`src/design/fvk_pkg.sv`:
```
`default_nettype none
package fvk_pkg;

    localparam int SQRT_STEPS = 24;
    localparam int DIV_STEPS  = 32;

    localparam logic [23:0] SPEED_MAX  = 24'hFFFFFF;
    localparam logic [31:0] FACTOR_MAX = 32'hFFFFFFFF;

    // side data carried alongside the square root lanes
    typedef struct packed {
        logic [22:0] eu;
        logic        e_inv;
        logic        m_neg;
    } t_sq_side;

    // side data carried alongside the divider lanes
    typedef struct packed {
        logic [22:0] mass;
        logic [23:0] pmag;
        logic        e_inv;
        logic        m_neg;
        logic        s_sat;
        logic        f_sat;
    } t_dv_side;

endpackage
`default_nettype wire

```
`src/design/fvk_div_pipe.sv`:
```
`default_nettype none
// Restoring division, one quotient bit per register stage. The caller
// guarantees the start remainder is below the divisor when the result is used.
module fvk_div_pipe (
    input  wire logic [23:0] i_rem0,
    input  wire logic [31:0] i_num,
    input  wire logic [23:0] i_den,
    input  wire logic        i_clk,
    output logic      [31:0] o_quo
);

    logic [23:0] r_rem [fvk_pkg::DIV_STEPS];
    logic [31:0] r_num [fvk_pkg::DIV_STEPS];
    logic [23:0] r_den [fvk_pkg::DIV_STEPS];
    logic [31:0] r_quo [fvk_pkg::DIV_STEPS];

    for (genvar s = 0; s < fvk_pkg::DIV_STEPS; s++) begin : g_stage
        logic [23:0] rem_in;
        logic [31:0] num_in;
        logic [23:0] den_in;
        logic [31:0] quo_in;
        logic [24:0] shifted;
        logic [24:0] n_rem;
        logic        qbit;

        if (s == 0) begin : g_first
            assign rem_in = i_rem0;
            assign num_in = i_num;
            assign den_in = i_den;
            assign quo_in = '0;
        end else begin : g_next
            assign rem_in = r_rem[s-1];
            assign num_in = r_num[s-1];
            assign den_in = r_den[s-1];
            assign quo_in = r_quo[s-1];
        end

        always_comb begin
            shifted = {rem_in, num_in[31]};
            qbit    = (shifted >= {1'b0, den_in});
            n_rem   = qbit ? (shifted - {1'b0, den_in}) : shifted;
        end

        always_ff @(posedge i_clk) begin
            r_rem[s] <= n_rem[23:0];
            r_num[s] <= {num_in[30:0], 1'b0};
            r_den[s] <= den_in;
            r_quo[s] <= {quo_in[30:0], qbit};
        end
    end

    assign o_quo = r_quo[fvk_pkg::DIV_STEPS-1];

endmodule
`default_nettype wire

```
`config.mk`:
```
export PLATFORM = sky130hd
export DESIGN_NAME = fvk_div_pipe
export DESIGN_NICKNAME = d
export VERILOG_FILES = /design/src/design/fvk_pkg.sv /design/src/design/fvk_div_pipe.sv
export SDC_FILE = /design/constraint.sdc
export NUM_CORES = 2
export LEC_CHECK = 0
export BUFFER_PORTS_ARGS = -buffer_cell sky130_fd_sc_hd__buf_2
export CAP_MARGIN = 10
export CORE_MARGIN = 1.5
export CORE_UTILIZATION = 36
export CTS_BUF_LIST = sky130_fd_sc_hd__clkbuf_4
export DETAILED_ROUTE_END_ITERATION = 6
export GPL_TIMING_DRIVEN = 1
export PLACE_DENSITY_LB_ADDON = 0.12
export SETUP_SLACK_MARGIN = 0.2
export SYNTH_ARGS = -nofsm -noshare
export SYNTH_HDL_FRONTEND = slang
export SYNTH_SLANG_ARGS = --single-unit
export TNS_END_PERCENT = 5
```
`constraint.sdc`:
```
create_clock -name i_clk -period 4 [get_ports i_clk]
set_input_delay 1 -clock i_clk [delete_from_list [all_inputs] [get_ports i_clk]]
set_output_delay 1 -clock i_clk [all_outputs]
set_load 0.02 [all_outputs]
```
==> metrics.md <==
| Metric | Value |
|---|---|
| Final instance area | `0.112 mm²` |
| Area share of the largest cell type after synthesis | `0.520` |
| Routed Antenna Nets | `0` |
| Max-cap violation count | `0` |
| Total track usage | `0.166` |
| Slowest CP cell | `dlygate4sd3_1` |
| Die Area | `0.272 mm²` |
| Vias in the first global route | `68782` |
| I/O Pins | `113` |
| Post-synth EDFFs | `0` |
| WL/cell | `15.9 µm` |
| Post-synthesis sequential area ratio | `0.520` |
| Arr. time, crit path | `5.38 ns` |
| Syn Std Cell Area | `0.0967 mm²` |
| Req. time, crit path | `5.41 ns` |
| DR vias/cell | `4.72` |
| Clock sinks | `2512` |
| Syn_area_per_cell | `10.2 µm²` |
| Remaining Overflow, GRT | `0` |
| Hold path startpoint | `r_quo[25][8]` |
| Seq cells post-synth | `2512` |
| Area delta synth->final | `15.8%` |
| Pins Over Slew Limit | `0` |
| CP Launch Type | `input port` |
| Setup Skew | `0.102 ns` |
| Final hold violations | `0` |
| R2r setup slk | `0.25 ns` |
| DRT Pass-1 Iters | `5` |
| Total core area | `0.268 mm²` |
| WL final | `229000 µm` |
| Die width | `521 µm` |
| Async SR Flop Fraction | `0` |
| TritonCTS buffer count | `670` |
| Layout cells sized above 1 | `0.146` |
| Clock Latency Late Sink | `1.49 ns` |
| P per Cell Area | `917 mW/mm²` |
| Leak Pwr | `51.9 nW` |
| R2r worst-path depth | `11` |
| FMAX | `252 MHz` |
| # rows | `190` |
| CP Class | `in2reg` |
| Syn nets | `10371` |
| Initial antenna violation count | `7` |
| Fin nets | `11216` |
| Max_slew headroom | `0.334` |
| Yosys top cell by area | `dfxtp_1` |
| Final Core Density | `0.418` |
| Status | `finished, final reports clean` |
| RSZ-0062 raised after global routing | `true` |
| Vias | `67798` |
| Hold Path Sink | `r_quo[26][9]` |
| Largest stage delay on the critical path | `0.57 ns` |
| Most used cell, CP | `dlygate4sd3_1` |
| Worst hold-check path type | `reg2reg` |
| Buffers on Ports | `112` |
| Worst path cell trace | `dlygate4sd3_1 -> buf_2 -> inv_1 -> ha_1 -> a21o_1 -> a21o_1 -> a2111oi_1 -> nor3_1 -> o31ai_1 -> buf_4 -> o21ai_1 -> a211oi_1 -> o21a_1 -> buf_12 -> buf_4 -> nand2_1 -> dlygate4sd3_1 -> o31ai_1 -> dlygate4sd3_1` |
| Final GP Congestion | `0.857` |
| Cell Area, Placed | `0.102 mm²` |
| Clock slew at reported path FFs | `0.07 ns` |
| Ys flop type | `dfxtp_1` |
| Crit Reg-Reg Endpoint | `r_rem[1][178]` |
| Final Setup Violations | `0` |
| Worst-path maximum fanout | `11` |
| Initial Util | `0.361` |
| DRT iter0 DRCs | `3013` |
| Largest net degree at the start of global routing | `49` |
| Clk root buf | `clkbuf_4` |
| H-tree depth | `6` |
| Hold depth | `0` |
| Mapped Cells | `9491` |
| Most common cell in the netlist | `dfxtp_1` |
| VDD IR max | `307 µV` |
| Fillers | `26407` |
| Hpwl dp | `173000 µm` |
| CTS tree | `done` |
| Maximum clock insertion buffer count | `4` |
| First-pass GRT wire length | `366000 µm` |
| Synth top cells by count | `dfxtp_1 (2512), inv_1 (959), ha_1 (768)` |
| Die Ht | `521 µm` |
| Top cells by area, synth | `dfxtp_1 (52%), ha_1 (9.9%), inv_1 (3.7%)` |
| Actual slew at the worst max-slew pin | `0.973 ns` |
| Netlist cell types | `93` |
| Critical R2R Launch | `r_rem[1][146]` |
| YS warnings | `0` |
| Clock period minus final worst setup slack | `3.97 ns` |
| Final period util | `0.993` |
| Crit path capture type | `flip-flop` |
| DRC | `0` |
==> critical path: cells and delay by family <==
kind / cells / cell delay (ns)
AO/OA/AOI/OAI: 8 / 1.68
adder cells (fa/ha/maj): 1 / 0.28
buffers and inverters: 8 / 2.20
AND/OR/NAND/NOR: 2 / 0.19
==> cell families (layout without fill, tap and decap cells) <==
kind of cell,after synthesis,in the layout,share of synthesized area
other cells,0,7,0
flops,2512,2512,0.520
buf+inv,1124,2446,0.0445
xor+xnor,584,584,0.0529
compound gates,2255,2255,0.147
fa+ha+maj,799,799,0.106
simple gates,1891,1891,0.0921
mux,326,326,0.0378
==> power breakdown <==
part	switching, mW	total (mW)	internal (mW)
Clock	10.6	22.3	11.8
Combinational	23.9	43.8	19.9
Sequential	3.99	36.6	32.6
==> timing repair <==
item / in CTS / in global routing
endpoints found under the setup margin: 0 / 131
hold endpoints to repair: 80 / 0
gates resized for setup: 0 / 3
hold buffers: 151 / 0
setup buffers: 0 / 0
==> routing by layer <==
metal | wire length, µm | global-route usage
met1 | 108000 | 0.216
met3 | 9110 | 0.0338
met4 | 5490 | 0.0547
met5 | 13 | 0
met2 | 106000 | 0.274
==> how the worst max path moves through the flow <==
stage / slack (ns) / depth (start not counted) / endpoint / start
4_1_cts: 0.28 / 13 / r_rem[0][279] / r_den[0][241]
3_5_place_dp: 0.05 / 14 / r_rem[0][3] / i_den[7]
5_1_grt: -0.05 / 19 / r_rem[0][4] / i_den[7]
2_1_floorplan: 0.33 / 12 / r_rem[0][3] / i_den[7]
6_report: 0.03 / 19 / r_rem[0][4] / i_den[7]
3_3_place_gp: 0.04 / 14 / r_rem[0][6] / i_den[7]
==> layout make-up <==
cell class	count	area [µm²]	area share
Inverter	959	3600	0.0321
Antenna cell	7	17.5	0.000156
Multi-Input combinational cell	5855	42300	0.377
Sequential cell	2512	50300	0.449
Tap cell	3552	4440	0.0397
Timing Repair Buffer	338	2840	0.0253
Clock inverter	194	1400	0.0125
Clock buffer	955	7170	0.0640
==> sequential cells by signal, indices dropped and copies added (netlist names) <==
signal,count
r_den,744
r_rem,744
r_quo,528
r_num,496
==> per-stage QoR <==
step	hold WS, ns	total power, mW	cells	worst slack, ns	TNS [ns]
floorplan	0.310	69.0	9491	0.333	0
global placement	0.310	80.3	13065	0.0370	0
detailed placement	0.312	80.6	13065	0.0510	0
CTS	0.0182	104	14365	0.280	0
global route	0.0785	111	14370	-0.0461	-0.0461
finish	0.242	103	14372	0.0275	0
==> placed cells by master, fill, tap and decap left out, types with 121 or more instances in the layout <==
| cell type | n |
|---|---|
| inv_1 | 959 |
| a21o_1 | 342 |
| o21ai_0 | 559 |
| clkbuf_4 | 955 |
| ha_1 | 768 |
| xor2_1 | 264 |
| dfxtp_1 | 2512 |
| o21a_1 | 125 |
| dlygate4sd3_1 | 151 |
| mux2_2 | 284 |
| nand2_1 | 596 |
| a21oi_1 | 644 |
| nor2b_1 | 128 |
| xnor2_1 | 320 |
| nand3_1 | 121 |
| nor2_1 | 499 |
Power figures use the tool's default switching activity.
