**src/design/fvk_pkg.sv**
```systemverilog
`default_nettype none
package fvk_pkg;

    localparam int SQRT_STEPS = 24;
    localparam int DIV_STEPS  = 32;

    localparam logic [23:0] SPEED_MAX  = 24'hFFFFFF;
    localparam logic [31:0] FACTOR_MAX = 32'hFFFFFFFF;

    // side data carried alongside the square root lanes
    typedef struct packed {
        logic [22:0] eu;
        logic        e_inv;
        logic        m_neg;
    } t_sq_side;

    // side data carried alongside the divider lanes
    typedef struct packed {
        logic [22:0] mass;
        logic [23:0] pmag;
        logic        e_inv;
        logic        m_neg;
        logic        s_sat;
        logic        f_sat;
    } t_dv_side;

endpackage
`default_nettype wire

```
**src/design/fvk_sqrt_pipe.sv**
```systemverilog
`default_nettype none
// Floor square root of a 48-bit value, one result bit per register stage.
module fvk_sqrt_pipe (
    input  wire logic        i_clk,
    input  wire logic [47:0] i_radicand,
    output logic      [23:0] o_root
);

    logic [47:0] r_rem  [fvk_pkg::SQRT_STEPS];
    logic [23:0] r_root [fvk_pkg::SQRT_STEPS];

    for (genvar s = 0; s < fvk_pkg::SQRT_STEPS; s++) begin : g_stage
        localparam int K = fvk_pkg::SQRT_STEPS - 1 - s;
        logic [47:0] rem_in;
        logic [23:0] root_in;
        logic [48:0] trial;
        logic [48:0] n_rem;
        logic [23:0] n_root;

        if (s == 0) begin : g_first
            assign rem_in  = i_radicand;
            assign root_in = '0;
        end else begin : g_next
            assign rem_in  = r_rem[s-1];
            assign root_in = r_root[s-1];
        end

        always_comb begin
            // test rem >= (2*root + 2^K) * 2^K
            trial  = ({25'd0, root_in} << (K + 1)) | (49'd1 << (2 * K));
            n_rem  = {1'b0, rem_in};
            n_root = root_in;
            if ({1'b0, rem_in} >= trial) begin
                n_rem  = {1'b0, rem_in} - trial;
                n_root = root_in | (24'd1 << K);
            end
        end

        always_ff @(posedge i_clk) begin
            r_rem[s]  <= n_rem[47:0];
            r_root[s] <= n_root;
        end
    end

    assign o_root = r_root[fvk_pkg::SQRT_STEPS-1];

endmodule
`default_nettype wire

```
**config.mk**
```make
export PLATFORM = sky130hd
export DESIGN_NAME = fvk_sqrt_pipe
export DESIGN_NICKNAME = d
export VERILOG_FILES = /design/src/design/fvk_pkg.sv /design/src/design/fvk_sqrt_pipe.sv
export SDC_FILE = /design/constraint.sdc
export NUM_CORES = 2
export LEC_CHECK = 0
export BUFFER_PORTS_ARGS = -buffer_cell sky130_fd_sc_hd__clkbuf_2
export CAP_MARGIN = 20
export CORE_MARGIN = 8
export CORE_UTILIZATION = 45
export DETAILED_ROUTE_END_ITERATION = 10
export PLACE_DENSITY = 0.61
export SLEW_MARGIN = 20
export SYNTH_ARGS = -nofsm -noshare
export SYNTH_HDL_FRONTEND = slang
export SYNTH_SLANG_ARGS = --single-unit
```
**constraint.sdc**
```tcl
create_clock -name i_clk -period 9.9 [get_ports i_clk]
set_input_delay 1.98 -clock i_clk [delete_from_list [all_inputs] [get_ports i_clk]]
set_output_delay 1.98 -clock i_clk [all_outputs]
set_load 0.02 [all_outputs]
```
==> impl_results.rst <==
.. list-table::
   :header-rows: 1

   * - Metric
     - Value
   * - Average detailed-routed wire length per instance
     - 16.3 um
   * - Endpoint class of the critical path
     - register
   * - Antenna violations before repair
     - 0
   * - Ratio of cells with drive above 1 in the final layout
     - 0.0746
   * - Routed vias/inst
     - 5.16
   * - Endpoint with the worst hold slack
     - r_rem[1][118]
   * - Clock tree from TritonCTS
     - built
   * - Depth of the critical timing path with buffers and inverters included
     - 10
   * - Worst min-delay path class
     - reg -> reg
   * - Post-route fraction of the period consumed by the critical path
     - 0.439
   * - Leading post-synthesis cells by instance count
     - dfxtp_1 (1404), inv_1 (407), nand2_1 (371), ha_1 (322)
   * - Hold-critical path depth
     - 0
   * - Antenna viol nets, final
     - 0
   * - Data arrival at the endpoint of the critical path
     - between 4 and 5 ns
   * - Wire length of the first global-routing pass
     - between 150000 and 200000 um
   * - Root Buffer Master
     - clkbuf_16
   * - Highest fanout seen on the critical path
     - 22
   * - Top flip-flop cell by instance count after synthesis
     - dfxtp_1
   * - Power per Cell Area
     - 302 nW/um^2
   * - Share of async-settable or async-resettable flops after synthesis
     - 0
   * - Flip-flop and latch count after synthesis
     - ~1400
   * - Grt total ovfl
     - 0
   * - Maximum buffer depth of the clock tree
     - 3
   * - Average cell area after synthesis
     - 10.0 sq um
   * - Cell with the largest stage delay on the worst path
     - a2111oi_4
   * - Final weighted congestion of routability-driven global placement
     - 0.865
   * - Count of warnings emitted by yosys
     - 0
   * - Initial DRC Count
     - ~2000
   * - Top cells by area, synth
     - dfxtp_1 (53%), ha_1 (7.7%), xor2_1 (4.0%)
   * - Via count of the first global-routing pass
     - 36048
   * - Source-to-sink clock delay at the later pin of the worst-skew pair
     - 0.74 ns
   * - Num CTS Buffers
     - approximately 140
   * - Minimum clock period after layout
     - between 4 and 5 ns
   * - Required @ worst endpoint
     - around 10 ns
   * - Total wirelength of the detailed-routed design
     - 114000 um
   * - Post-detailed-placement half-perimeter wirelength
     - roughly 90000 um
   * - Leakage power
     - 27.0 nW
   * - Most area-hungry cell type in the Yosys netlist
     - dfxtp_1
   * - H-Tree Depth
     - 4
   * - Die X-Extent
     - 358 um
   * - Die area
     - between 100000 and 150000 sq um
   * - Vias after detailed routing
     - about 36000
   * - Count of flip-flops with a built-in enable after synthesis
     - 0
   * - Number of rows created at floorplan
     - approximately 130
   * - Number of design rule violations left after detail routing
     - 0
   * - Worst R2R Setup Slack
     - between 5 and 6 ns
   * - Number of cells upsized or downsized after cts
     - 0
   * - Number of diodes
     - 0
   * - Count of cells along the worst register-to-register path
     - 10
   * - Vertical die dimension
     - approximately 360 um
   * - Post-route clock skew
     - ~0.046 ns
   * - RSZ-0062 raised after global routing
     - false
   * - Pin count of the biggest net entering global routing
     - 49
   * - Distinct cell type count after synthesis
     - slightly above 80
   * - Multi-input combinational cell area
     - around 23000 sq um
   * - Cells along the critical path
     - or4_4, or3_1, or4_1, or2_0, or4_4, a2111oi_4, inv_2, and3_1, nor3b_1, xor2_1
   * - Startpoint of the worst hold path
     - r_rem[1][70]
   * - Post-Place Setup Slack
     - 5.60 ns
   * - Top cell type's share of synthesized area
     - 0.535
   * - Core box area
     - between 100000 and 150000 sq um
   * - Hold violation total from the final report
     - 0
   * - Ports placed on the boundary
     - between 70 and 80
   * - Quantity of hold-fixing buffers added after cts
     - 0
   * - Most common cell on crit path
     - or4_4
   * - CP delay by family, top
     - simple AND/OR/NAND/NOR gates
   * - 1st-pass router iterations
     - 6
   * - Rel. slew slack
     - 0.308
   * - Worst reg2reg path endpoint
     - r_rem[1][329]
   * - MaxCap Viol Count
     - 0
   * - # nets final
     - 5742
   * - All-Layer GR Usage
     - 0.176
   * - Worst IR Drop VDD
     - 0.190 mV
   * - Max-slew violation total from the final report
     - 0
   * - Delay contributed by the slowest stage of the critical path
     - 0.81 ns
   * - Worst-Margin Slew
     - 1.01 ns
   * - Syn-to-layout area delta
     - 13.1%
   * - Netlist area before placement
     - about 53000 sq um
   * - Beginning of the worst register-to-register path
     - r_rem[1][279]
   * - Number of setup buffers added after CTS
     - 0
   * - Clock Sinks
     - 1404
   * - Initial standard-cell utilization of the core
     - 0.453
   * - Cells after synthesis
     - around 5200
   * - Worst Slack Setup Final
     - 5.55 ns
   * - Number of nets in the synthesized netlist
     - 5609
   * - Proportion of synthesized chip area in sequential cells
     - 0.535
   * - Layout fillers
     - 10562
   * - Number of buffers inserted by port buffering
     - 72
   * - Outcome
     - finished, final reports clean
   * - Library cell with the highest instance count after synthesis
     - dfxtp_1
   * - Clock slew at reported path FFs
     - about 0.06 ns
   * - Crit path buf inv count
     - 1
   * - Top achievable clock speed
     - 0.230 GHz
   * - Critical path class
     - reg -> reg
   * - Sequential cell area in the final layout
     - roughly 28000 sq um
   * - Number of failing setup endpoints in the final timing report
     - 0
   * - Setup TNS
     - 0 ns
   * - Nature of the critical path startpoint
     - register
-- final cells by class --
type	instances	share of cell area
flip-flops and latches	1404	0.472
multi-input cells	3332	0.381
clock buffers	190	0.0685
well taps	1524	0.0321
inverters	410	0.0259
clock inverters	61	0.0127
repair buffers	84	0.00757
-- cells in the final DEF (no fill, tap or decap), types with 168 or more instances in the layout --
cell type  netlist  layout
dfxtp_1       1404    1404
inv_1          407     407
nand2_1        371     371
ha_1           322     322
nor2_1         286     286
a21oi_1        286     286
o21ai_0        260     260
xor2_1         242     242
xnor2_1        233     233
nor4_1         181     179
nor3_1         168     168
-- metrics by stage --
step                      instances  area [sq um]   util  power (mW)  hold WS [ns]
after floorplan                5238         52600      -        11.4         0.322
after global placement         6754         54700  0.471        12.7         0.324
after detailed placement       6754         54700  0.471        12.7         0.330
after CTS                      7005         59500  0.513        18.1         0.341
after global routing           7005         59500  0.513        19.0         0.347
final                          7005         59500  0.513        17.9         0.344
-- flip-flops by register name (all words and copies together), names as in the netlist --
register,cells
r_rem,1104
r_root,300
-- layer usage --
metal | wire [um] | global-route usage
met2 | 57100 | 0.319
met3 | 3540 | 0.0250
met1 | 50500 | 0.213
met5 | 0 | 0
met4 | 3300 | 0.0614
-- worst reg2reg max path, stage by stage (launching register included) --
cell and delay, ns:
dfxtp_1 0.35, or4_4 0.54, or3_1 0.37, or4_1 0.43, or2_0 0.23, or4_4 0.51, a2111oi_4 0.81, inv_2 0.36
and3_1 0.31, nor3b_1 0.15, xor2_1 0.14
-- where the power goes --
| part | leakage [nW] | total, mW | switching (mW) | internal [mW] |
|---|---|---|---|---|
| clock | 2.38 | 5.35 | 2.20 | 3.15 |
| sequential | 11.8 | 8.05 | 1.06 | 6.99 |
| combinational | 12.9 | 4.54 | 2.50 | 2.04 |
-- worst max-delay path by stage --
stage                   from             to  slack (ns)
6_report       r_rem[1][279]  r_rem[1][329]        5.55
5_1_grt        r_rem[1][279]  r_rem[1][329]        5.28
4_1_cts        r_rem[1][279]  r_rem[1][329]        5.56
3_5_place_dp   r_root[2][95]  r_rem[2][237]        5.60
3_3_place_gp   r_rem[1][279]  r_rem[1][329]        5.69
2_1_floorplan  r_rem[1][279]  r_rem[1][329]        6.52
-- cells by family after synthesis --
logic type | after synthesis | synth area share
and+or+nand+nor | 1535 | 0.151
DFF | 1404 | 0.535
AOI/OAI and AO/OA | 954 | 0.113
buffers and inverters | 502 | 0.0361
xor gates and xnor gates | 475 | 0.0791
adders and majority gates | 322 | 0.0766
muxes | 46 | 0.00961
Power figures use the tool's default switching activity.
